File: src/design/gef_pkg.sv
`timescale 1ns / 1ps

package gef_pkg;

    localparam int PIX_W      = 8;
    localparam int CFG_DATA_W = 11;
    localparam int CFG_IDX_W  = 2;
    // Signed range of one gradient sum is -1020..1020.
    localparam int GRAD_W     = 11;
    // |gx| + |gy| reaches at most 2040.
    localparam int MAG_W      = 12;

    typedef logic [PIX_W-1:0] pix_t;

    localparam logic [CFG_IDX_W-1:0] CFG_OPERATOR_MODE = 2'd0;
    localparam logic [CFG_IDX_W-1:0] CFG_FRAME_WIDTH   = 2'd1;
    localparam logic [CFG_IDX_W-1:0] CFG_FRAME_HEIGHT  = 2'd2;

    localparam logic [CFG_DATA_W-1:0] RESET_FRAME_WIDTH  = 11'd640;
    localparam logic [CFG_DATA_W-1:0] RESET_FRAME_HEIGHT = 11'd480;

    localparam logic OP_PIXEL = 1'b0;
    localparam logic OP_DRAIN = 1'b1;

    localparam logic MODE_SOBEL   = 1'b0;
    localparam logic MODE_PREWITT = 1'b1;

    // Control for one beat as it moves from the position stage to the window stage.
    typedef struct packed {
        logic produce;    // this beat completes a result
        logic shift;      // result for the last column of the previous row
        logic mask_top;   // window row above is outside the frame
        logic mask_bot;   // window row below is outside the frame
        logic mask_left;  // window column on the left is outside the frame
        logic frame_end;  // result for the last pixel of the frame
    } step_ctrl_t;

    typedef struct packed {
        logic frame_end;
        pix_t magnitude;
        pix_t grad_y;
        pix_t grad_x;
    } result_t;

endpackage

File: src/design/gef_out_fifo.sv
`timescale 1ns / 1ps

module gef_out_fifo (
    input  logic             aclk,
    input  logic             aresetn,
    input  logic             push,
    input  gef_pkg::result_t push_data,
    output logic             out_valid,
    input  logic             out_ready,
    output gef_pkg::result_t out_data,
    output logic [1:0]       level
);

    import gef_pkg::*;

    result_t    entry_reg [2];
    logic       wr_ptr_reg;
    logic       rd_ptr_reg;
    logic [1:0] level_reg;
    logic [1:0] level_next;
    logic       pop;

    assign pop = out_valid && out_ready;

    always_comb begin
        level_next = level_reg;
        if (push && !pop) begin
            level_next = level_reg + 2'd1;
        end else if (pop && !push) begin
            level_next = level_reg - 2'd1;
        end
    end

    always_ff @(posedge aclk) begin
        if (!aresetn) begin
            wr_ptr_reg <= 1'b0;
            rd_ptr_reg <= 1'b0;
            level_reg  <= '0;
        end else begin
            level_reg <= level_next;
            if (push) begin
                wr_ptr_reg <= !wr_ptr_reg;
            end
            if (pop) begin
                rd_ptr_reg <= !rd_ptr_reg;
            end
        end
    end

    always_ff @(posedge aclk) begin
        if (push) begin
            entry_reg[wr_ptr_reg] <= push_data;
        end
    end

    assign out_valid = level_reg != '0;
    assign out_data  = entry_reg[rd_ptr_reg];
    assign level     = level_reg;

endmodule

File: config.mk
export PLATFORM = sky130hd
export DESIGN_NAME = gef_out_fifo
export DESIGN_NICKNAME = d
export VERILOG_FILES = /design/src/design/gef_pkg.sv /design/src/design/gef_out_fifo.sv
export SDC_FILE = /design/constraint.sdc
export NUM_CORES = 1
export LEC_CHECK = 0
export BUFFER_PORTS_ARGS = -buffer_cell sky130_fd_sc_hd__buf_2
export CORE_MARGIN = 5
export CORE_UTILIZATION = 40
export CTS_BUF_LIST = sky130_fd_sc_hd__clkbuf_4 sky130_fd_sc_hd__clkbuf_8
export DETAILED_ROUTE_END_ITERATION = 12
export GPL_TIMING_DRIVEN = 0
export PLACE_DENSITY_LB_ADDON = 0.3
export REMOVE_ABC_BUFFERS = 1
export SYNTH_ARGS = -nofsm -noshare
export SYNTH_HDL_FRONTEND = slang
export SYNTH_SLANG_ARGS = --single-unit
File: constraint.sdc
create_clock -name aclk -period 4.1 [get_ports aclk]
set_clock_uncertainty 0.15 [all_clocks]
set_input_delay 0.41 -clock aclk [delete_from_list [all_inputs] [get_ports aclk]]
set_output_delay 0.41 -clock aclk [all_outputs]
set_load 0.05 [all_outputs]
==> metrics <==
worst vdd ir 0.4889 mV; total grt overflow 0; CTS resizes 0; Comb power frac 36.2%; post-synthesis cell type count 15; top sig layer met4; unrepaired setup endpoints after global routing false; Reg area 0.001602 mm^2; status finished clean; critical path buffer and inverter count 1; Synth Warn # 0; Multi-input gate area 397.9 um^2; Hold Buf Count CTS 0; root buf cell clkbuf_8; CTS max path bufs 2; Cell Chain, Critical Path mux2_2 > buf_2; final WL 3.497 mm; Synth Area in XOR/XNOR 1.306%; initial DRC count 44; largest net degree at the start of global routing 26; Placer Congestion 0.6227; metal1 wirelength 1.379 mm; Hold Crit Class in2reg; reg2reg path depth 1; Psw 0.6026 mW; area share of and/or/nand/nor cells after synthesis 2.488%; main combinational cell family by area after synthesis multiplexers; internal power 0.9637 mW; clock network power share 17.8%; Num Clock Sinks 55; router iterations before antenna repair 3; Setup Fix Bufs, Post-CTS 0; DR WL/cell 15.34 um; Die ar. 0.006548 mm^2; Critical Path AT 2040 ps; fillers 420; DRC 0; Cell Rows 25; Post-DP HPWL 2.390 mm; Inserted Clock Buffers 5; Synth Area in Compound Gates 1.244%; P&R area growth vs syn 22.39%; initial antenna violation count 0; CP Capture Type output pin; max reg flops 50; Mapped Area 0.002012 mm^2; via count 1045; Worst path top cell family by delay flip-flops; fin. max-slew vios 0; overall power 1.566 mW; # Max-Cap Violations 0; Synth Area in Adders 0.6219%; sequential fraction of the synthesis area 79.60%; r2r startpoint wr_ptr_reg; pwr dens 636.1 mW/mm^2; Antenna Cells 0; Avg Inst Size Synth 20.32 um^2; initial core utilization 41.77%; Seq cells post-synth 55; P_leak 0.9222 nW; vias per cell 4.583; max frequency 384.0 MHz; WHS Path Cells 1; Slew @ Worst Pin 1195 ps; Period minus WS final 2604 ps; num ports 57; port bufs 56; Required @ worst endpoint 3540 ps; most frequent cells in the layout buf_2, edfxtp_1, mux2_2; r2r setup slk 2240 ps; CTS tree yes; H-tree depth 2; Hold EP entry_reg[1][22]; total track usage 11.68%; terminus of the critical flop-to-flop path entry_reg[1][19]; Post-Syn Instances 99; startpoint types flop; Fin. Hold Viols 0; nets 190; core area 0.004817 mm^2; worst skew pair latency 300 ps; number of global-route vias before repair 1148; metal3 WL 261 um; setup TNS 0 ps; commonest non-fill, non-tap cell in the layout buf_2; met2 WL 1.800 mm; Worst Hold Launch push_data[22]; Worst path max stage delay 1100 ps; slowest cell on the critical path dfxtp_1; layout cells sized above 1 55.90%; global-route wire length before repair 5.602 mm; Crit Path Category reg2out; Final Cycle Share 63.51%; clock-pin slew on the worst setup and hold paths 90 ps; chip height 80.92 um; sequential share of power 45.9%; post-synthesis mux area share 13.99%; switching part of the total power 38.47%; remaining antenna violation count 0; Die W 80.92 um; Max transition margin 20.33%; Crit Path Max Fanout 25; final setup violation count 0
logic make-up after synthesis:
logic type / Yosys count
flops: 55
mux: 25
simple gates: 8
compound gates: 4
xor+xnor: 3
buf+inv: 3
fa+ha+maj: 1
cell usage after synthesis (all sizes together):
master	instances	area, um^2
and2	4	25.02
or3	1	6.260
ha	1	12.51
buf	3	15.01
mux2	25	281.5
a21boi	1	7.510
edfxtp	50	1501
xnor2	2	17.52
o21ai	2	10.00
nor2b	2	12.51
o21a	1	7.510
dfxtp	5	100.1
xor2	1	8.760
or2	1	6.260
worst max-delay path by stage:
stage               startpoint              end  slack [ps]  cells after the start
finish                    flop     out_data[12]        1500                      2
detailed placement        flop     out_data[18]        1770                      2
global route              flop      out_data[4]        1320                      2
CTS                       flop     out_data[18]        1430                      2
floorplan                 push  entry_reg[0][0]        1950                      1
global placement          push  entry_reg[0][2]        1250                      2
area by class of cell:
cell class                      count  area share, %
Tap cell                           67          3.404
Clock inverter                      2         0.3049
Clock buffer                        6          3.100
Sequential cell                    55          65.04
Multi-Input combinational cell     41          16.16
Timing Repair Buffer               57          11.99
metal layers:
| metal | up-vias | global-route usage (%) |
|---|---|---|
| met2 | 38 | 20.28 |
| met3 | 5 | 4.102 |
| met5 | - | 0 |
| met4 | 0 | 4.561 |
| met1 | 500 | 13.10 |
| li1 | 502 | - |
power groups by stage:
stage | clock network [mW] | logic, mW | registers, mW
detailed placement | 0 | 0.573 | 0.735
floorplan | 0 | 0.425 | 0.749
finish | 0.279 | 0.568 | 0.719
global placement | 0 | 0.560 | 0.729
global route | 0.310 | 0.595 | 0.732
CTS | 0.288 | 0.574 | 0.723
metrics by stage:
step	hold WS, ps	instance area [um^2]	utilization [%]	setup slack [ps]	instances
floorplan	358.9	1997	-	1949	96
global placement	337.2	2361	49.01	1252	219
detailed placement	366.9	2379	49.38	1769	220
CTS	135.8	2462	51.12	1433	228
global route	128.4	2462	51.12	1325	228
finish	146.0	2462	51.12	1496	228
No activity file was read; power rests on OpenSTA's default activity.
