$ cat config.mk
export PLATFORM = sky130hd
export DESIGN_NAME = gef_window
export DESIGN_NICKNAME = d
export VERILOG_FILES = /design/src/design/gef_pkg.sv /design/src/design/gef_window.sv
export SDC_FILE = /design/constraint.sdc
export NUM_CORES = 1
export LEC_CHECK = 0
export BUFFER_PORTS_ARGS = -buffer_cell sky130_fd_sc_hd__buf_2
export CAP_MARGIN = 20
export CORE_MARGIN = 1
export CORE_UTILIZATION = 60
export DETAILED_ROUTE_END_ITERATION = 10
export PLACE_DENSITY = 0.8
export SLEW_MARGIN = 0
export SYNTH_ARGS = -nofsm -noshare
export SYNTH_HDL_FRONTEND = slang
export SYNTH_SLANG_ARGS = --single-unit
export TNS_END_PERCENT = 100
$ cat constraint.sdc
create_clock -name aclk -period 11.8 [get_ports aclk]
set_input_delay 2.36 -clock aclk [delete_from_list [all_inputs] [get_ports aclk]]
set_output_delay 2.36 -clock aclk [all_outputs]
set_load 0.05 [all_outputs]
$ cat src/design/gef_pkg.sv
`timescale 1ns / 1ps

package gef_pkg;

    localparam int PIX_W      = 8;
    localparam int CFG_DATA_W = 11;
    localparam int CFG_IDX_W  = 2;
    // Signed range of one gradient sum is -1020..1020.
    localparam int GRAD_W     = 11;
    // |gx| + |gy| reaches at most 2040.
    localparam int MAG_W      = 12;

    typedef logic [PIX_W-1:0] pix_t;

    localparam logic [CFG_IDX_W-1:0] CFG_OPERATOR_MODE = 2'd0;
    localparam logic [CFG_IDX_W-1:0] CFG_FRAME_WIDTH   = 2'd1;
    localparam logic [CFG_IDX_W-1:0] CFG_FRAME_HEIGHT  = 2'd2;

    localparam logic [CFG_DATA_W-1:0] RESET_FRAME_WIDTH  = 11'd640;
    localparam logic [CFG_DATA_W-1:0] RESET_FRAME_HEIGHT = 11'd480;

    localparam logic OP_PIXEL = 1'b0;
    localparam logic OP_DRAIN = 1'b1;

    localparam logic MODE_SOBEL   = 1'b0;
    localparam logic MODE_PREWITT = 1'b1;

    // Control for one beat as it moves from the position stage to the window stage.
    typedef struct packed {
        logic produce;    // this beat completes a result
        logic shift;      // result for the last column of the previous row
        logic mask_top;   // window row above is outside the frame
        logic mask_bot;   // window row below is outside the frame
        logic mask_left;  // window column on the left is outside the frame
        logic frame_end;  // result for the last pixel of the frame
    } step_ctrl_t;

    typedef struct packed {
        logic frame_end;
        pix_t magnitude;
        pix_t grad_y;
        pix_t grad_x;
    } result_t;

endpackage

$ cat src/design/gef_window.sv
`timescale 1ns / 1ps

module gef_window (
    input  logic                aclk,
    input  logic                aresetn,
    input  logic                operator_mode,
    input  logic                s1_active,
    input  gef_pkg::step_ctrl_t s1_ctrl,
    input  gef_pkg::pix_t       s1_pixel,
    input  gef_pkg::pix_t       upper_pixel,
    input  gef_pkg::pix_t       lower_pixel,
    output logic                res_push,
    output gef_pkg::result_t    res_data
);

    import gef_pkg::*;

    pix_t                     win_reg [3][3];
    pix_t                     vec     [3];
    pix_t                     tap     [3][3];
    logic signed [GRAD_W-1:0] dx      [3];
    logic signed [GRAD_W-1:0] dy      [3];
    logic signed [GRAD_W-1:0] gx;
    logic signed [GRAD_W-1:0] gy;
    logic [GRAD_W-1:0]        gx_abs;
    logic [GRAD_W-1:0]        gy_abs;
    logic [MAG_W-1:0]         mag_sum;

    assign vec[0] = upper_pixel;
    assign vec[1] = lower_pixel;
    assign vec[2] = s1_pixel;

    always_comb begin
        for (int k = 0; k < 3; k++) begin
            tap[k][0] = win_reg[k][1];
            tap[k][1] = win_reg[k][2];
            // The right neighbour of a row's last pixel lies outside the frame.
            tap[k][2] = s1_ctrl.shift ? '0 : vec[k];
        end
        for (int k = 0; k < 3; k++) begin
            for (int l = 0; l < 3; l++) begin
                if ((k == 0 && s1_ctrl.mask_top) || (k == 2 && s1_ctrl.mask_bot)
                        || (l == 0 && s1_ctrl.mask_left)) begin
                    tap[k][l] = '0;
                end
            end
        end
        for (int k = 0; k < 3; k++) begin
            dx[k] = $signed({3'b000, tap[k][2]}) - $signed({3'b000, tap[k][0]});
            dy[k] = $signed({3'b000, tap[2][k]}) - $signed({3'b000, tap[0][k]});
        end
        if (operator_mode == MODE_SOBEL) begin
            gx = dx[0] + (dx[1] <<< 1) + dx[2];
            gy = dy[0] + (dy[1] <<< 1) + dy[2];
        end else begin
            gx = dx[0] + dx[1] + dx[2];
            gy = dy[0] + dy[1] + dy[2];
        end
        gx_abs  = gx[GRAD_W-1] ? GRAD_W'(-gx) : GRAD_W'(gx);
        gy_abs  = gy[GRAD_W-1] ? GRAD_W'(-gy) : GRAD_W'(gy);
        mag_sum = MAG_W'(gx_abs) + MAG_W'(gy_abs);

        if (gx[GRAD_W-1]) begin
            res_data.grad_x = '0;
        end else if (gx > GRAD_W'(255)) begin
            res_data.grad_x = '1;
        end else begin
            res_data.grad_x = gx[PIX_W-1:0];
        end
        if (gy[GRAD_W-1]) begin
            res_data.grad_y = '0;
        end else if (gy > GRAD_W'(255)) begin
            res_data.grad_y = '1;
        end else begin
            res_data.grad_y = gy[PIX_W-1:0];
        end
        res_data.magnitude = (mag_sum > MAG_W'(255)) ? '1 : mag_sum[PIX_W-1:0];
        res_data.frame_end = s1_ctrl.frame_end;
    end

    always_ff @(posedge aclk) begin
        if (!aresetn) begin
            for (int k = 0; k < 3; k++) begin
                for (int l = 0; l < 3; l++) begin
                    win_reg[k][l] <= '0;
                end
            end
        end else if (s1_active) begin
            for (int k = 0; k < 3; k++) begin
                win_reg[k][0] <= win_reg[k][1];
                win_reg[k][1] <= win_reg[k][2];
                win_reg[k][2] <= vec[k];
            end
        end
    end

    assign res_push = s1_active && s1_ctrl.produce;

endmodule

==> impl_metrics.tcl, run 1 <==
set metrics [dict create \
    synth_edf_count 48 \
    maxSlewHeadroom 0.488 \
    synth_cell_types 69 \
    max_freq_mhz 89.1 \
    largest_register_ffs 48 \
    yosys-top-cells-area "edfxtp_1 18%, ha_1 17%, fa_1 9.4%" \
    fp-row-count 41 \
    antenna_left 0 \
    r2r_cells 1 \
    syn-num-nets 1083 \
    grt_max_degree 51 \
    routed_wl_mm 17.8 \
    required_ns 9.44 \
    place.gp.congestion 0.986 \
    synthArstFlopShare 0 \
    finalClockSkew_ns 0.00504 \
    io_pins 60 \
    yosys_most_used_dff "edfxtp_1" \
    cts.clk_slew.worst_paths_ns 0.07 \
    layout-drive-gt1-share 0.109 \
    vias 6362 \
    dp_hpwl_mm 14.9 \
    period_share 0.951 \
    dieArea_um2 13600 \
    slowest_stage "fa_1" \
    postCtsHoldBufs 0 \
    ys_ff_latch 48 \
    core_area_um2 12700 \
    drt_iter0_drc 343 \
    timing.final.crit_period_ns 11.22 \
    syn_to_final_growth_pct 8.34 \
    die_w_um 117 \
    drc 0 \
    grt_pass1_wl_mm 28.9 \
    hp-class "flop to flop" \
    worstSetupPathType "input port to output port" \
    cts-resized-gates 0 \
    synthMostInstantiatedCell "ha_1" \
    utilization 0.670 \
    syn_avg_cell_area_um2 8.70 \
    grtUsageTotal 0.274 \
    fin_nets 1125 \
    wl_per_cell_um 15.9 \
    crit_arrival_ns 8.86 \
    ys_warn_count 0 \
    diodes 0 \
    die-height_um 117 \
    h-tree-depth 2 \
    cpPeakStageDelay_ns 0.51 \
    cts_num_sinks 48 \
    maxSlewViolCount 0 \
    synthCells 905 \
    cts-root-buf "clkbuf_16" \
    hold_depth 1 \
    worstMarginPinSlew_ns 0.769 \
    synth_top_area_share 0.183 \
    setup_viol 0 \
    finalSetupTns_ns 0 \
    drv_cap 0 \
    routed_via_density 5.68 \
    end_kind "output port" \
    start_util 0.619 \
    synth_common_cells "107 x ha_1, 95 x inv_1, 63 x nand2_1" \
    crit_top_cell "a21oi_1" \
    globalRoute.totalOverflow 0 \
    yosysSeqAreaShare 0.183 \
    start_kind "input port" \
    cts_buffer_depth 2 \
    hold_viol 0 \
    antenna_found_initial 0 \
    syn_area_um2 7870 \
    reg2reg_setup_slack_ns 10.99 \
    outcome "completed" \
    first_pass_iters 5 \
    yosysTopAreaCell "edfxtp_1" \
    cts_setup_buffers 0 \
    clkLatencyLatePin_ns 0.29 \
    cts_tree "built" \
    cts_made_buffers 5 \
    rsz0062_at_grt "false" \
    first_global_vias 6139 \
    io_buffers 57 \
    path_max_fanout 14 \
]
-- cell families (layout without fill, tap and decap cells) --
group           after synthesis  count (layout)  synth area share
xor+xnor                     83              83            0.0923
mux                          15              15            0.0203
fa+ha+maj                   144             144             0.264
buf+inv                     122             165            0.0604
flops                        48              48             0.183
compound gates              207             207             0.182
simple gates                286             286             0.198
-- per-layer routing --
layer / global-route usage / wire (um) / part of all wire
met1: 0.361 / 8610 / 0.48
met2: 0.481 / 8250 / 0.46
met3: 0.0166 / 507 / 0.028
met4: 0.0903 / 430 / 0.024
met5: 0 / 0 / 0
-- through the flow --
| stage | worst slack [ns] | instances | hold slack (ns) | cell area, um2 |
|---|---|---|---|---|
| floorplan | 0.743 | 905 | 0.535 | 7870 |
| global placement | 0.444 | 1111 | 0.539 | 8280 |
| detailed placement | 0.242 | 1111 | 0.543 | 8280 |
| CTS | 0.198 | 1119 | 0.559 | 8460 |
| global route | 0.0475 | 1120 | 0.575 | 8530 |
| finish | 0.582 | 1120 | 0.560 | 8530 |
-- area by class of cell --
type	count	area [um2]
multi-input combinational	735	6010
sequential	48	1440
inverter	96	360
clock buffer	5	125
clock inverter	3	47.5
fill	1103	4190
tap	172	215
timing repair buffer	61	330
-- worst max-delay path, delay by kind of cell --
family / cells / cell delay, ns
buffers and inverters: 5 / 0.73
XOR/XNOR: 1 / 0.13
adder cells (fa/ha/maj): 4 / 1.42
AND/OR/NAND/NOR: 5 / 0.69
AO/OA/AOI/OAI: 16 / 3.52
-- placed cells by master, fill, tap and decap left out, drive strengths merged, types with 4 or more instances in the layout --
master	n
nand3b	6
o21ai	38
a211o	5
or4	4
xnor2	48
o211ai	6
a21oi	61
nor3b	7
nand2b	34
fa	37
a31oi	8
inv	96
nand3	7
clkbuf	6
a211oi	8
buf	60
a2111oi	4
o21bai	12
mux2i	10
a21o	27
ha	107
mux2	5
and3	50
o21a	8
xor2	35
nor2	44
nand2	63
a21boi	5
nor2b	37
edfxtp	48
nor3	10
and2	12
o22ai	4
-- worst paths after layout --
kind | from | end
max | s1_ctrl[4] | res_data[17]
min | win_reg[0][27]$_SDFFCE_PN0P_ | win_reg[0][35]$_SDFFCE_PN0P_
max reg2reg | win_reg[0][26]$_SDFFCE_PN0P_ | win_reg[0][34]$_SDFFCE_PN0P_
min reg2reg | win_reg[0][27]$_SDFFCE_PN0P_ | win_reg[0][35]$_SDFFCE_PN0P_
Power of run 1 is not shown: default switching activity piles up to over one toggle a cycle in this logic, so the estimate is an artifact.
==> run 2, diff against run 1 <==
BUFFER_PORTS_ARGS = -buffer_cell sky130_fd_sc_hd__buf_4   (was -buffer_cell sky130_fd_sc_hd__buf_2)
CORE_MARGIN = 3   (was 1)
SLEW_MARGIN = default   (was 0)
==> run 2 against run 1 <==
- utilization up 0.96 points
- critical path depth did not move
- highest routed layer unchanged
- cell area rose by 1.4%
- via count grew 1.7%
==> impl_metrics.tcl, run 2 (synthesis gave the netlist of run 1 again) <==
set metrics [dict create \
    outcome "completed" \
    cts.clk_slew.worst_paths_ns 0.07 \
    wl_met3_um 779 \
    highest_layer "met4" \
    hold_viol 0 \
    start_util 0.619 \
    regToRegEndpoint "win_reg[0][35]$_SDFFCE_PN0P_" \
    cts_num_sinks 48 \
    first_pass_iters 5 \
    final_common_cell "ha_1" \
    crit_arrival_ns 8.91 \
    crit_top_cell "a21oi_1" \
    postCtsHoldBufs 0 \
    path_max_fanout 14 \
    routed_wl_mm 18.0 \
    cts_tree "built" \
    hold_path_end "win_reg[0][33]$_SDFFCE_PN0P_" \
    cts_buffer_depth 2 \
    rsz0062_at_grt "false" \
    timing.final.crit_period_ns 11.27 \
    globalRoute.totalOverflow 0 \
    vias 6467 \
    wl_met2_mm 8.45 \
    place_area_um2 8430 \
    worstSetupPathType "input port to output port" \
    hold_depth 1 \
    grt_pass1_wl_mm 29.5 \
    worstMarginPinSlew_ns 0.596 \
    fin_ws_ns 0.529 \
    drt_iter0_drc 336 \
    layout-drive-gt1-share 0.108 \
    antenna_found_initial 0 \
    routed_via_density 5.77 \
    h-tree-depth 2 \
    clkLatencyLatePin_ns 0.29 \
    grtUsageTotal 0.251 \
    die-height_um 121 \
    drv_cap 0 \
    drc 0 \
    slowest_stage "fa_1" \
    grt_max_degree 51 \
    required_ns 9.44 \
    dieArea_um2 14500 \
    cpPeakStageDelay_ns 0.52 \
    final_cell_mix "107 x ha_1, 95 x inv_1, 63 x nand2_1" \
    place.gp.congestion 0.965 \
    end_kind "output port" \
    max_freq_mhz 88.7 \
    maxSlewHeadroom 0.599 \
    fin_nets 1125 \
    period_share 0.955 \
    cts-root-buf "clkbuf_16" \
    hp-class "flop to flop" \
    syn_to_final_growth_pct 9.90 \
    dp_slack_ns 0.326 \
    dp_hpwl_mm 14.9 \
    io_pins 60 \
    cts_made_buffers 5 \
    die_w_um 121 \
    hold_start "win_reg[0][25]$_SDFFCE_PN0P_" \
    antenna_left 0 \
    finish.instance_area_um2 8650 \
    core_area_um2 12700 \
    largest_register_ffs 48 \
    io_buffers 57 \
    reg2reg_setup_slack_ns 10.99 \
    finalClockSkew_ns 0.00846 \
    fill_cells 1078 \
    setup_viol 0 \
    r2r_cells 1 \
    crit-reg2reg-launch "win_reg[0][27]$_SDFFCE_PN0P_" \
    first_global_vias 6166 \
    wl_per_cell_um 16.1 \
    diodes 0 \
    finalSetupTns_ns 0 \
    met1_length_mm 8.41 \
    fp-row-count 41 \
    start_kind "input port" \
    maxSlewViolCount 0 \
]
run 2: cell count changes in the layout (fill, tap and decap cells not counted), moves of 2 or more:
cell / change
buf_2: -56
buf_4: +57
clkinv_4: -2
nor2_4: -2
run 2: critical path: cells and delay by family:
family | cells | cell delay (ns)
AO/OA/AOI/OAI | 17 | 3.50
XOR/XNOR | 1 | 0.13
adder cells (fa/ha/maj) | 4 | 1.58
buffers and inverters | 5 | 0.67
AND/OR/NAND/NOR | 4 | 0.68
run 2: layer usage:
| layer | vias up | track usage |
|---|---|---|
| li1 | 3261 | - |
| met1 | 3004 | 0.352 |
| met2 | 184 | 0.419 |
| met3 | 18 | 0.0192 |
| met4 | 0 | 0.0744 |
| met5 | - | 0 |
run 2: metrics by stage:
step                      hold slack, ns   util  cells
after global placement             0.539  0.662   1111
final                              0.549  0.680   1120
after floorplan                    0.535      -    905
after detailed placement           0.546  0.662   1111
after CTS                          0.552  0.676   1119
after global routing               0.571  0.680   1120
run 2: worst max-delay path by stage:
stage / from / to / slack (ns) / cells past startpoint
5_1_grt: s1_ctrl[4] / res_data[18] / 0.003 / 31
3_5_place_dp: s1_ctrl[2] / res_data[17] / 0.33 / 32
4_1_cts: s1_ctrl[2] / res_data[17] / 0.28 / 32
2_1_floorplan: s1_ctrl[1] / res_data[18] / 0.74 / 29
6_report: s1_ctrl[4] / res_data[17] / 0.53 / 31
3_3_place_gp: s1_ctrl[2] / res_data[21] / 0.44 / 32
run 2: cell type report:
cell class	count	area, um2	share of cell area
inverter	96	360	0.0416
clock buffer	5	125	0.0145
tap	172	215	0.0249
sequential	48	1440	0.167
timing repair buffer	61	470	0.0544
clock inverter	3	46.3	0.00535
multi-input combinational	735	5990	0.693
run 2: timing repair:
| action | CTS | global route |
|---|---|---|
| buffers inserted | 0 | 0 |
| endpoints found under the hold margin | 0 | 0 |
| endpoints found under the setup margin | 0 | 8 |
| gates resized for setup | 0 | 7 |
Power of run 2 is left out for the same reason.
==> run 3, diff against run 2 <==
RECOVER_POWER = 50   (was default)
==> run 3 against run 2 <==
- the flow now finishes with violations (max-capacitance violations, max-slew violations)
- clock skew hardly changed
- flip-flop and latch count stayed put
- non-clock buffer count stayed put
==> impl_metrics.tcl, run 3 (synthesis gave the netlist of run 1 again) <==
set metrics [dict create \
    period_share 0.955 \
    core_area_um2 12700 \
    grt_util_met2 0.419 \
    hp-class "flop to flop" \
    die_w_um 121 \
    cts_made_buffers 5 \
    cts_num_sinks 48 \
    final-seq-area_um2 1440 \
    io_pins 60 \
    fin_nets 1125 \
    hold_viol 0 \
    cts_buffer_depth 2 \
    cts-root-buf "clkbuf_16" \
    finalSetupTns_ns 0 \
    final_common_cell "ha_1" \
    reg2reg_setup_slack_ns 10.99 \
    worstSetupPathType "input port to output port" \
    busiest_layer "met2" \
    routed_wl_mm 18.0 \
    layout-drive-gt1-share 0.104 \
    end_kind "output port" \
    worst-path-buf-inv 5 \
    fill_cells 1084 \
    start_util 0.619 \
    hold_depth 1 \
    first_global_vias 6166 \
    maxSlewViolCount 93 \
    largest_register_ffs 48 \
    regToRegEndpoint "win_reg[0][9]$_SDFFCE_PN0P_" \
    dieArea_um2 14500 \
    crit_arrival_ns 8.91 \
    start_kind "input port" \
    grtUsageTotal 0.251 \
    slowest_stage "fa_1" \
    fp-row-count 41 \
    drc 0 \
    maxSlewHeadroom -0.446 \
    outcome "finished, violations left" \
    clkLatencyLatePin_ns 0.30 \
    antenna_left 0 \
    path_max_fanout 14 \
    routed_via_density 5.76 \
    crit_top_cell "a21oi_1" \
    gr-usage-met3 0.0192 \
    multi_input_area_um2 5990 \
    globalRoute.totalOverflow 0 \
    setup_viol 0 \
    grt_pass1_wl_mm 29.5 \
    grtUsageMet1 0.352 \
    drv_cap 2 \
    cts_setup_buffers 0 \
    finalClockSkew_ns 0.00889 \
    violations "max-capacitance violations, max-slew violations" \
    worstMarginPinSlew_ns 2.17 \
    antenna_found_initial 0 \
    vias 6447 \
    dp_hpwl_mm 14.9 \
    grt_max_degree 51 \
    timing.final.crit_period_ns 11.27 \
    hold_start "win_reg[0][29]$_SDFFCE_PN0P_" \
    required_ns 9.44 \
    place.gp.congestion 0.965 \
    syn_to_final_growth_pct 9.62 \
    die-height_um 121 \
    rsz0062_at_grt "false" \
    cts_tree "built" \
    hold_path_end "win_reg[0][37]$_SDFFCE_PN0P_" \
    drt_iter0_drc 307 \
    diodes 0 \
    io_buffers 57 \
    crit-reg2reg-launch "win_reg[0][1]$_SDFFCE_PN0P_" \
    cts.clk_slew.worst_paths_ns 0.07 \
    final_cell_mix "107 x ha_1, 95 x inv_1, 63 x nand2_1" \
    cp_top_family "compound AO/OA/AOI/OAI gates" \
    max_freq_mhz 88.7 \
    cpPeakStageDelay_ns 0.52 \
    first_pass_iters 5 \
    wl_per_cell_um 16.1 \
    h-tree-depth 2 \
    r2r_cells 1 \
]
-- run 3: per-layer routing --
metal | up-vias | routed length (um)
li1 | 3262 | -
met1 | 2999 | 8500
met2 | 168 | 8460
met3 | 18 | 718
met4 | 0 | 368
met5 | - | 0
-- run 3: area by class of cell --
type,instances,share of cell area
Clock buffer,5,0.0145
Clock inverter,3,0.00536
Inverter,96,0.0418
Multi-Input combinational cell,735,0.694
Sequential cell,48,0.167
Tap cell,172,0.0249
Timing Repair Buffer,61,0.0522
-- run 3: how the worst max path moves through the flow --
stage / startpoint / endpoint / slack (ns) / depth (start not counted)
final: s1_ctrl[4] / res_data[17] / 0.53 / 31
after global routing: s1_ctrl[4] / res_data[18] / 0.003 / 31
after CTS: s1_ctrl[2] / res_data[17] / 0.28 / 32
after detailed placement: s1_ctrl[2] / res_data[17] / 0.33 / 32
after global placement: s1_ctrl[2] / res_data[21] / 0.44 / 32
after floorplan: s1_ctrl[1] / res_data[18] / 0.74 / 29
-- run 3: stage by stage --
| stage | hold slack (ns) | util | setup slack [ns] | cell area (um2) | cells |
|---|---|---|---|---|---|
| 6_report | 0.551 | 0.678 | 0.529 | 8630 | 1120 |
| 5_1_grt | 0.571 | 0.678 | 0.00335 | 8630 | 1120 |
| 4_1_cts | 0.552 | 0.676 | 0.279 | 8600 | 1119 |
| 3_5_place_dp | 0.546 | 0.662 | 0.326 | 8430 | 1111 |
| 3_3_place_gp | 0.539 | 0.662 | 0.441 | 8430 | 1111 |
| 2_1_floorplan | 0.535 | - | 0.743 | 7870 | 905 |
-- run 3: repair_timing --
| action | 4_1_cts | 5_1_grt |
|---|---|---|
| gates resized for setup | 0 | 7 |
| endpoints found under the setup margin | 0 | 8 |
| hold buffers | 0 | 0 |
Power of run 3 is left out for the same reason.
