===== config.mk =====
export PLATFORM = sky130hd
export DESIGN_NAME = gef_position
export DESIGN_NICKNAME = d
export VERILOG_FILES = /design/src/design/gef_pkg.sv /design/src/design/gef_position.sv
export SDC_FILE = /design/constraint.sdc
export NUM_CORES = 1
export LEC_CHECK = 0
export BUFFER_PORTS_ARGS = -buffer_cell sky130_fd_sc_hd__buf_2
export CORE_MARGIN = 2
export CORE_UTILIZATION = 54
export CTS_CLUSTER_SIZE = 28
export DETAILED_ROUTE_END_ITERATION = 6
export PLACE_DENSITY = 0.75
export SLEW_MARGIN = 20
export SYNTH_ARGS = -nofsm -noshare
export SYNTH_HDL_FRONTEND = slang
export SYNTH_SLANG_ARGS = --single-unit

===== constraint.sdc =====
create_clock -name aclk -period 13.2 [get_ports aclk]
set_input_delay 2.64 -clock aclk [delete_from_list [all_inputs] [get_ports aclk]]
set_output_delay 2.64 -clock aclk [all_outputs]
set_load 0.01 [all_outputs]

===== src/design/gef_pkg.sv =====
`timescale 1ns / 1ps

package gef_pkg;

    localparam int PIX_W      = 8;
    localparam int CFG_DATA_W = 11;
    localparam int CFG_IDX_W  = 2;
    // Signed range of one gradient sum is -1020..1020.
    localparam int GRAD_W     = 11;
    // |gx| + |gy| reaches at most 2040.
    localparam int MAG_W      = 12;

    typedef logic [PIX_W-1:0] pix_t;

    localparam logic [CFG_IDX_W-1:0] CFG_OPERATOR_MODE = 2'd0;
    localparam logic [CFG_IDX_W-1:0] CFG_FRAME_WIDTH   = 2'd1;
    localparam logic [CFG_IDX_W-1:0] CFG_FRAME_HEIGHT  = 2'd2;

    localparam logic [CFG_DATA_W-1:0] RESET_FRAME_WIDTH  = 11'd640;
    localparam logic [CFG_DATA_W-1:0] RESET_FRAME_HEIGHT = 11'd480;

    localparam logic OP_PIXEL = 1'b0;
    localparam logic OP_DRAIN = 1'b1;

    localparam logic MODE_SOBEL   = 1'b0;
    localparam logic MODE_PREWITT = 1'b1;

    // Control for one beat as it moves from the position stage to the window stage.
    typedef struct packed {
        logic produce;    // this beat completes a result
        logic shift;      // result for the last column of the previous row
        logic mask_top;   // window row above is outside the frame
        logic mask_bot;   // window row below is outside the frame
        logic mask_left;  // window column on the left is outside the frame
        logic frame_end;  // result for the last pixel of the frame
    } step_ctrl_t;

    typedef struct packed {
        logic frame_end;
        pix_t magnitude;
        pix_t grad_y;
        pix_t grad_x;
    } result_t;

endpackage


===== src/design/gef_position.sv =====
`timescale 1ns / 1ps

module gef_position #(
    parameter int MAX_WIDTH  = 1024,
    parameter int MAX_HEIGHT = 1024
) (
    input  logic                              aclk,
    input  logic                              aresetn,
    input  logic                              cfg_wr_en,
    input  logic [gef_pkg::CFG_IDX_W-1:0]     cfg_index,
    input  logic [gef_pkg::CFG_DATA_W-1:0]    cfg_wr_data,
    input  logic                              in_accept,
    input  logic                              in_op,
    input  gef_pkg::pix_t                     in_pixel,
    output logic                              rd_en,
    output logic [$clog2(MAX_WIDTH)-1:0]      rd_addr,
    output logic                              s1_active,
    output gef_pkg::step_ctrl_t               s1_ctrl,
    output gef_pkg::pix_t                     s1_pixel,
    output logic [$clog2(MAX_WIDTH)-1:0]      s1_col
);

    import gef_pkg::*;

    localparam int CW = $clog2(MAX_WIDTH);
    localparam int WW = $clog2(MAX_WIDTH + 1);
    localparam int HW = $clog2(MAX_HEIGHT + 1);
    // The row count runs up to the height plus one while the last row drains.
    localparam int RW = $clog2(MAX_HEIGHT + 2);

    logic [CFG_DATA_W-1:0] frame_width_reg;
    logic [CFG_DATA_W-1:0] frame_height_reg;
    logic [CW-1:0]         col_reg;
    logic [CW-1:0]         col_next;
    logic [RW-1:0]         row_reg;
    logic [RW-1:0]         row_next;

    logic                  s1_active_reg;
    step_ctrl_t            s1_ctrl_reg;
    step_ctrl_t            s1_ctrl_next;
    pix_t                  s1_pixel_reg;
    logic [CW-1:0]         s1_col_reg;

    logic [WW-1:0]         w_eff;
    logic [HW-1:0]         h_eff;
    logic [RW-1:0]         h_row;
    logic [CW-1:0]         col_c;
    logic [WW-1:0]         col_inc;
    logic                  drain_phase;
    logic                  active;
    logic                  size_write;

    always_comb begin
        if (frame_width_reg == '0) begin
            w_eff = WW'(1);
        end else if (32'(frame_width_reg) > MAX_WIDTH) begin
            w_eff = WW'(MAX_WIDTH);
        end else begin
            w_eff = WW'(frame_width_reg);
        end
        if (frame_height_reg == '0) begin
            h_eff = HW'(1);
        end else if (32'(frame_height_reg) > MAX_HEIGHT) begin
            h_eff = HW'(MAX_HEIGHT);
        end else begin
            h_eff = HW'(frame_height_reg);
        end
    end

    assign h_row       = RW'(h_eff);
    assign col_c       = (WW'(col_reg) >= w_eff) ? CW'(w_eff - WW'(1)) : col_reg;
    assign col_inc     = WW'(col_c) + WW'(1);
    assign drain_phase = row_reg >= h_row;
    // A drain beat before the whole frame has arrived changes nothing.
    assign active      = in_accept && !((in_op == OP_DRAIN) && !drain_phase);
    assign size_write  = cfg_wr_en
                         && (cfg_index == CFG_FRAME_WIDTH || cfg_index == CFG_FRAME_HEIGHT);

    always_comb begin
        s1_ctrl_next.shift     = (col_c == '0) && (row_reg >= RW'(2));
        s1_ctrl_next.produce   = s1_ctrl_next.shift || ((col_c != '0) && (row_reg >= RW'(1)));
        s1_ctrl_next.frame_end = s1_ctrl_next.shift && (row_reg == h_row + RW'(1));
        if (s1_ctrl_next.shift) begin
            s1_ctrl_next.mask_top  = row_reg == RW'(2);
            s1_ctrl_next.mask_bot  = row_reg >= h_row + RW'(1);
            s1_ctrl_next.mask_left = w_eff == WW'(1);
        end else begin
            s1_ctrl_next.mask_top  = row_reg == RW'(1);
            s1_ctrl_next.mask_bot  = row_reg >= h_row;
            s1_ctrl_next.mask_left = col_c == CW'(1);
        end

        if (s1_ctrl_next.frame_end) begin
            col_next = '0;
            row_next = '0;
        end else if (col_inc >= w_eff) begin
            col_next = '0;
            row_next = row_reg + RW'(1);
        end else begin
            col_next = CW'(col_inc);
            row_next = row_reg;
        end
    end

    always_ff @(posedge aclk) begin
        if (!aresetn) begin
            frame_width_reg  <= RESET_FRAME_WIDTH;
            frame_height_reg <= RESET_FRAME_HEIGHT;
            col_reg          <= '0;
            row_reg          <= '0;
            s1_active_reg    <= 1'b0;
        end else begin
            s1_active_reg <= active;
            if (cfg_wr_en && cfg_index == CFG_FRAME_WIDTH) begin
                frame_width_reg <= cfg_wr_data;
            end
            if (cfg_wr_en && cfg_index == CFG_FRAME_HEIGHT) begin
                frame_height_reg <= cfg_wr_data;
            end
            if (size_write) begin
                col_reg <= '0;
                row_reg <= '0;
            end else if (active) begin
                col_reg <= col_next;
                row_reg <= row_next;
            end
        end
    end

    always_ff @(posedge aclk) begin
        if (active) begin
            s1_ctrl_reg  <= s1_ctrl_next;
            s1_pixel_reg <= drain_phase ? '0 : in_pixel;
            s1_col_reg   <= col_c;
        end
    end

    assign rd_en     = active;
    assign rd_addr   = col_c;
    assign s1_active = s1_active_reg;
    assign s1_ctrl   = s1_ctrl_reg;
    assign s1_pixel  = s1_pixel_reg;
    assign s1_col    = s1_col_reg;

endmodule


==> results of run 1 <==
==> cell usage in the layout (no fill, tap or decap), types with 11 or more instances in the layout <==
master and n:
buf_2 61, o21ai_0 16, nor2b_1 11, nand2_1 91
nor3_1 14, nand3_1 22, nor2_1 37, edfxtp_1 24
a21boi_0 17, xnor2_1 11, dfxtp_1 44, inv_1 29
and2_1 11, a21oi_1 18, ha_1 53
==> per-layer routing <==
metal	wire length, µm	GRT usage [%]	up-vias	share of wire (%)
met5	0	0	-	0
met4	308	10.1	0	2.6
met3	654	4.15	25	5.4
met2	5370	40.0	145	45
met1	5720	34.0	1989	47
li1	-	-	2144	-
==> kinds of logic (layout without fill, tap and decap cells) <==
| logic type | after synthesis | in the layout |
|---|---|---|
| flops | 68 | 68 |
| xor+xnor | 18 | 18 |
| fa+ha+maj | 53 | 53 |
| buf+inv | 54 | 111 |
| simple gates | 233 | 233 |
| mux | 12 | 12 |
| compound gates | 126 | 126 |
==> where the power goes <==
group	internal [mW]	switching [mW]
clock network	0.0878	0.0864
registers	0.232	0.0134
logic	0.0738	0.117
==> worst max path at each step <==
stage / slack (ns) / startpoint / to
floorplan: 6.58 / in_op / rd_en
global route: 5.55 / frame_width_reg[2]$_SDFFE_PN0P_ / col_reg[0]$_SDFFE_PP0P_
global placement: 6.37 / frame_width_reg[2]$_SDFFE_PN0P_ / col_reg[3]$_SDFFE_PP0P_
finish: 6.25 / frame_width_reg[2]$_SDFFE_PN0P_ / col_reg[0]$_SDFFE_PP0P_
detailed placement: 6.04 / frame_width_reg[2]$_SDFFE_PN0P_ / col_reg[0]$_SDFFE_PP0P_
CTS: 5.98 / frame_width_reg[2]$_SDFFE_PN0P_ / col_reg[0]$_SDFFE_PP0P_
==> stage by stage <==
stage | utilization, % | hold WS [ns] | area [µm²]
after floorplan | - | 0.456 | 4890
after global placement | 59.6 | 0.477 | 5220
after detailed placement | 59.6 | 0.487 | 5220
after CTS | 61.9 | 0.502 | 5420
after global routing | 61.9 | 0.523 | 5430
final | 61.9 | 0.500 | 5430
==> area by class of cell <==
| cell class | instances | area [µm²] | share of cell area [%] |
|---|---|---|---|
| Clock buffer | 9 | 124 | 2.28 |
| Multi-Input combinational cell | 442 | 3050 | 56.3 |
| Tap cell | 108 | 135 | 2.49 |
| Timing Repair Buffer | 63 | 320 | 5.90 |
| Sequential cell | 68 | 1600 | 29.5 |
| Clock inverter | 7 | 72.6 | 1.34 |
| Inverter | 32 | 120 | 2.21 |
==> worst max-delay path: stages, from the launching register on <==
cell and delay, ns:
dfxtp_1 0.39, or4_1 0.70, nor3b_1 0.36, o21a_1 0.29, ha_1 0.28, nor2b_1 0.11
o21ai_0 0.12, a211oi_1 0.62, nor2_1 0.11, buf_4 0.24, a21oi_1 0.49, ha_1 0.29
inv_1 0.09, nor3b_1 0.23, mux2_2 0.21, nand2_1 0.07, xor2_1 0.21, inv_1 0.07
ha_1 0.31, nand3_1 0.11, nor2_1 0.05, a221o_1 0.32, a31oi_2 0.54, a21boi_2 0.34
a211oi_1 0.30
==> results by group, run 1 <==
Synth
  – Syn nets: approximately 640
  – Adder-cell share of the synthesized area: between 10 and 15%
  – Ys flop type: dfxtp_1
  – Synth cell types: between 60 and 70
  – Top post-synthesis cells by count: nand2_1 (91), ha_1 (53), dfxtp_1 (44)
  – Yosys top cell area share: 18.0%
  – Leading cell types by total area after synthesis: dfxtp_1 (18%), edfxtp_1 (15%), ha_1 (14%)
  – Synthesized flop and latch total: 68
  – Gate Count Post-Synth: between 500 and 600
  – EDFF count, synth: 24
  – Post-synthesis compound-gate area fraction: a little under a fifth
  – Main combinational cell family by area after synthesis: simple AND/OR/NAND/NOR gates
  – Post-synthesis xor/xnor area fraction: between 3 and 4%
  – Cell taking the most area after synthesis: dfxtp_1
  – Most numerous cell in the Yosys netlist: nand2_1
  – Post-Syn Area per Cell: between 8 and 9 µm²
  – Mapped cell area: 0.00489 mm²
  – Asr flop ratio synth: 0%
  – Post-synthesis simple-gate area fraction: approximately a quarter
  – Mux contribution to synthesized area: roughly 2.6%
  – Synth warn: 0
  – Register area share after synthesis: about 33%

Worst setup path
  – Critical path required time: roughly 13 ns
  – R2R Setup Slk: between 6 and 7 ns
  – Reg2reg end: col_reg[0]$_SDFFE_PP0P_
  – Critical path data arrival time: slightly above 7 ns
  – CP Class: flip-flop to flip-flop
  – Reg2reg path depth: 24
  – Crit start category: flip-flop
  – Highest fanout seen on the critical path: 21
  – Crit end category: flip-flop
  – R2R Path Start: frame_width_reg[2]$_SDFFE_PN0P_

STA
  – Final Hold Fails: 0
  – PnR worst setup slack: ~6.3 ns
  – Final setup fails: 0
  – Worst slew pin tran: 1.04 ns
  – Period utilisation layout: a little over half
  – RSZ-0062 raised after global routing: no
  – Slew margin rel.: a little under a third
  – Setup Skew: around 0.011 ns
  – Fin. max-slew vios: 0
  – Crit path time final: 6.95 ns
  – Fin Setup TNS: 0 ns
  – Max frequency: between 0.1 and 0.15 GHz

Min path
  – Worst Hold Depth: 2
  – Hold Crit Endpoint: frame_height_reg[1]$_SDFFE_PN0P_
  – Hold WC Path Type: flip-flop to flip-flop
  – HP Start: frame_height_reg[1]$_SDFFE_PN0P_

Run
  – Max-cap violation count: 0

Floorplanning
  – Site row count: 34
  – Chip width: 99.1 µm
  – Starting density of the core: between 50% and 60%
  – Ports: just over 60
  – Die area: around 0.01 mm²
  – Core Region: between 0.008 and 0.009 mm²
  – Die Y: 99.1 µm

Clock network
  – Reg clk slew, reported paths: around 0.080 ns
  – CTS root buf: clkbuf_8
  – Max clock buf depth: 2
  – Clk_lat worst skew: approximately 0.35 ns
  – CTS tree: built
  – Cts hold-fix bufs: 0
  – CTS resizes: 0
  – Post-CTS setup buffers: 0
  – H-Tree Depth: 3
  – Num CTS Buffers: 9
  – CTS sink count: 68

Pwr
  – Power Dens Cells: around 110 mW/mm²
  – Final Power: about 0.6 mW
  – Max IR drop VDD: slightly above 60 µV
  – Leakage Power: between 2 and 2.5 nW

Routing
  – Vias/cell: a little under 6
  – DRC: 0
  – 1st-iter DRT viols: 220
  – WL/cell: 16.5 µm
  – Post-route ant nets: 0
  – Routed vias: between 4000 and 5000
  – First-pass detailed-route iteration total: 5
  – Total wire length: between 10000 and 15000 µm

Placed design
  – IO Port Bufs: slightly above 60
  – Dpl cells: 713
  – Placer Congestion: 0.937
  – Dpl hpwl: a little over 9000 µm
  – Dpl ws: between 6 and 7 ns

Global routing
  – Antenna violations before repair: 0
  – GRT Overall Usage: between 20% and 30%
  – Grt total ovfl: 0
  – Pin count of the biggest net entering global routing: 42
  – Number of global-route vias before repair: approximately 4100
  – First-pass GRT wire length: between 15000 and 20000 µm

Layout
  – Syn-to-layout area delta: 11.1%
  – Fillers: between 700 and 800
  – Post-Layout Cell Count: 729
  – Diode count: 0
  – Layout net count: slightly below 700
  – Layout cells sized above 1: between 10% and 20%

Outcome
  – Outcome: finished clean
No activity file was read; power rests on OpenSTA's default activity.
==> run 2, diff against run 1 <==
--- a/config.mk
+++ b/config.mk
@@ -7,10 +7,10 @@
 export LEC_CHECK = 0
 export BUFFER_PORTS_ARGS = -buffer_cell sky130_fd_sc_hd__buf_2
 export CORE_MARGIN = 2
-export CORE_UTILIZATION = 54
+export CORE_UTILIZATION = 53
 export CTS_CLUSTER_SIZE = 28
 export DETAILED_ROUTE_END_ITERATION = 6
-export PLACE_DENSITY = 0.75
+export PLACE_DENSITY = 0.77
 export SLEW_MARGIN = 20
 export SYNTH_ARGS = -nofsm -noshare
 export SYNTH_HDL_FRONTEND = slang
==> constraint.sdc (replaced) <==
create_clock -name aclk -period 6.2 [get_ports aclk]
set_input_delay 1.24 -clock aclk [delete_from_list [all_inputs] [get_ports aclk]]
set_output_delay 1.24 -clock aclk [all_outputs]
set_load 0.01 [all_outputs]
==> results by group, run 2 (same netlist as run 1, synthesis figures left out) <==
Clock network
  – Clk_lat worst skew: 0.36 ns (was 0.35 ns)
  – CTS sink count: 68 (unchanged)
  – Reg clk slew, reported paths: 0.09 ns (was 0.08 ns)
  – CTS tree: built (unchanged)
  – Num CTS Buffers: 9 (unchanged)
  – CTS root buf: clkbuf_8 (unchanged)
  – Max clock buf depth: 2 (unchanged)
  – H-Tree Depth: 3 (unchanged)

Layout
  – Layout cells sized above 1: 18.6% (was 16.9%)
  – Area of the multi-input gates: 0.00307 mm² (was 0.00305 mm²)
  – Syn-to-layout area delta: 13.0% (was 11.1%)
  – Commonest non-fill, non-tap cell in the layout: nand2_1 (unchanged)
  – Most frequent cells in the layout: nand2_1 (91), buf_2 (61), ha_1 (53) (unchanged)
  – Fillers: 807 (was 772)
  – Layout net count: 703 (was 695)
  – Storage element area: 0.00160 mm² (unchanged)
  – Diode count: 0 (unchanged)

STA
  – Crit path time final: 5.82 ns (was 6.95 ns)
  – RSZ-0062 raised after global routing: no (unchanged)
  – PnR worst setup slack: 0.383 ns (was 6.25 ns)
  – Slew margin rel.: 34.0% (was 30.1%)
  – Max frequency: 0.172 GHz (was 0.144 GHz)
  – Period utilisation layout: 93.8% (was 52.7%)
  – Final Hold Fails: 0 (unchanged)
  – Final hold slack: 0.491 ns (was 0.500 ns)
  – Setup Skew: 0.0177 ns (was 0.0107 ns)
  – Fin Setup TNS: 0 ns (unchanged)
  – Worst slew pin tran: 0.981 ns (was 1.04 ns)
  – Final setup fails: 0 (unchanged)
  – Fin. max-slew vios: 0 (unchanged)

Global routing
  – Grt total ovfl: 0 (unchanged)
  – Pin count of the biggest net entering global routing: 42 (unchanged)
  – Number of global-route vias before repair: 4199 (was 4127)
  – First-pass GRT wire length: 20200 µm (was 19800 µm)
  – Antenna violations before repair: 0 (unchanged)
  – GRT Overall Usage: 25.0% (was 25.1%)

Worst setup path
  – Critical path required time: 6.46 ns (was 13.46 ns)
  – R2R Setup Slk: 0.38 ns (was 6.25 ns)
  – Slowest stage delay, CP: 0.63 ns (was 0.70 ns)
  – Reg2reg end: row_reg[9]$_SDFFE_PP0P_ (was col_reg[0]$_SDFFE_PP0P_)
  – Critical Path Stages: 26 (was 24)
  – WP buf/inv: 4 (was 3)
  – Critical path data arrival time: 6.07 ns (was 7.21 ns)
  – R2R Path Start: frame_width_reg[2]$_SDFFE_PN0P_ (unchanged)
  – CP top delay family: simple AND/OR/NAND/NOR gates (was compound AO/OA/AOI/OAI gates)
  – Reg2reg path depth: 26 (was 24)
  – CP Class: flip-flop to flip-flop (unchanged)
  – Slowest-stage cell, CP: or4_4 (was or4_1)
  – Highest fanout seen on the critical path: 14 (was 21)
  – Crit start category: flip-flop (unchanged)
  – Crit end category: flip-flop (unchanged)

Pwr
  – Power Dens Cells: 243 mW/mm² (was 112 mW/mm²)
  – Leakage Power: 2.38 nW (was 2.33 nW)
  – Final Power: 1.34 mW (was 0.610 mW)
  – Max IR drop VDD: 110 µV (was 62.0 µV)

Floorplanning
  – Die area: 0.0100 mm² (was 0.00982 mm²)
  – Site row count: 35 (was 34)
  – Starting density of the core: 53.6% (was 55.8%)
  – Ports: 62 (unchanged)
  – Chip width: 100 µm (was 99.1 µm)
  – Die Y: 100 µm (was 99.1 µm)
  – Core Region: 0.00911 mm² (was 0.00876 mm²)

Placed design
  – Placer Congestion: 0.883 (was 0.937)
  – Dpl ws: 0.0848 ns (was 6.04 ns)
  – IO Port Bufs: 61 (unchanged)
  – Dpl hpwl: 9400 µm (was 9340 µm)

Outcome
  – Outcome: finished clean (unchanged)

Routing
  – Vias/cell: 5.94 (was 5.90)
  – Post-route ant nets: 0 (unchanged)
  – WL/cell: 16.4 µm (was 16.5 µm)
  – Routed vias: 4393 (was 4303)
  – DRC: 0 (unchanged)
  – 1st-iter DRT viols: 221 (was 220)
  – First-pass detailed-route iteration total: 5 (unchanged)
  – Total wire length: 12100 µm (about the same)

Min path
  – Hold Crit Endpoint: frame_height_reg[1]$_SDFFE_PN0P_ (unchanged)
  – Worst Hold Depth: 2 (unchanged)
  – Hold WC Path Type: flip-flop to flip-flop (unchanged)
  – HP Start: frame_height_reg[1]$_SDFFE_PN0P_ (unchanged)

Run
  – Max-cap violation count: 0 (unchanged)
-- run 2: final cells by class --
type                    count  share of cell area (%)
clock inverters             7                    1.50
inverters                  32                    2.18
well taps                 111                    2.52
multi-input cells         442                    55.7
clock buffers               9                    2.24
flip-flops and latches     68                    29.0
repair buffers             71                    6.89
-- run 2: metrics by stage --
step	cell area, µm²	instances	utilization (%)
floorplan	4890	564	-
global placement	5290	723	58.1
detailed placement	5290	723	58.1
CTS	5500	739	60.3
global route	5520	740	60.6
finish	5520	740	60.6
-- run 2: report_power, final --
group	internal [mW]	switching [mW]
sequential	0.494	0.0276
clock	0.193	0.203
combinational	0.171	0.254
total	0.858	0.485
-- run 2: tightest hold or removal path: cells and delay by family, from the launching register on --
family,cells,cell delay [ns]
flip-flops,1,0.33
AO/OA/AOI/OAI,1,0.07
AND/OR/NAND/NOR,1,0.05
-- run 2: routing by layer --
layer	global-route usage, %	up-vias	share of wire [%]
met1	35.0	2024	48
met4	8.75	0	2.0
li1	-	2161	-
met2	39.0	185	44
met3	4.60	23	6.3
met5	0	-	0
-- run 2: how the worst max path moves through the flow --
stage,endpoint,slack (ns),start
detailed placement,row_reg[1]$_SDFFE_PP0P_,0.08,frame_width_reg[2]$_SDFFE_PN0P_
CTS,row_reg[1]$_SDFFE_PP0P_,0.07,frame_width_reg[2]$_SDFFE_PN0P_
global route,row_reg[9]$_SDFFE_PP0P_,0.01,frame_width_reg[2]$_SDFFE_PN0P_
global placement,row_reg[1]$_SDFFE_PP0P_,0.34,frame_width_reg[2]$_SDFFE_PN0P_
floorplan,row_reg[6]$_SDFFE_PP0P_,0.008,frame_width_reg[2]$_SDFFE_PN0P_
finish,row_reg[9]$_SDFFE_PP0P_,0.38,frame_width_reg[2]$_SDFFE_PN0P_
-- run 2: timing repair --
action	in CTS	in global routing
hold buffers	0	0
setup buffers	0	1
endpoints found under the hold margin	0	0
setup endpoints to repair	0	21
resized for setup	0	5
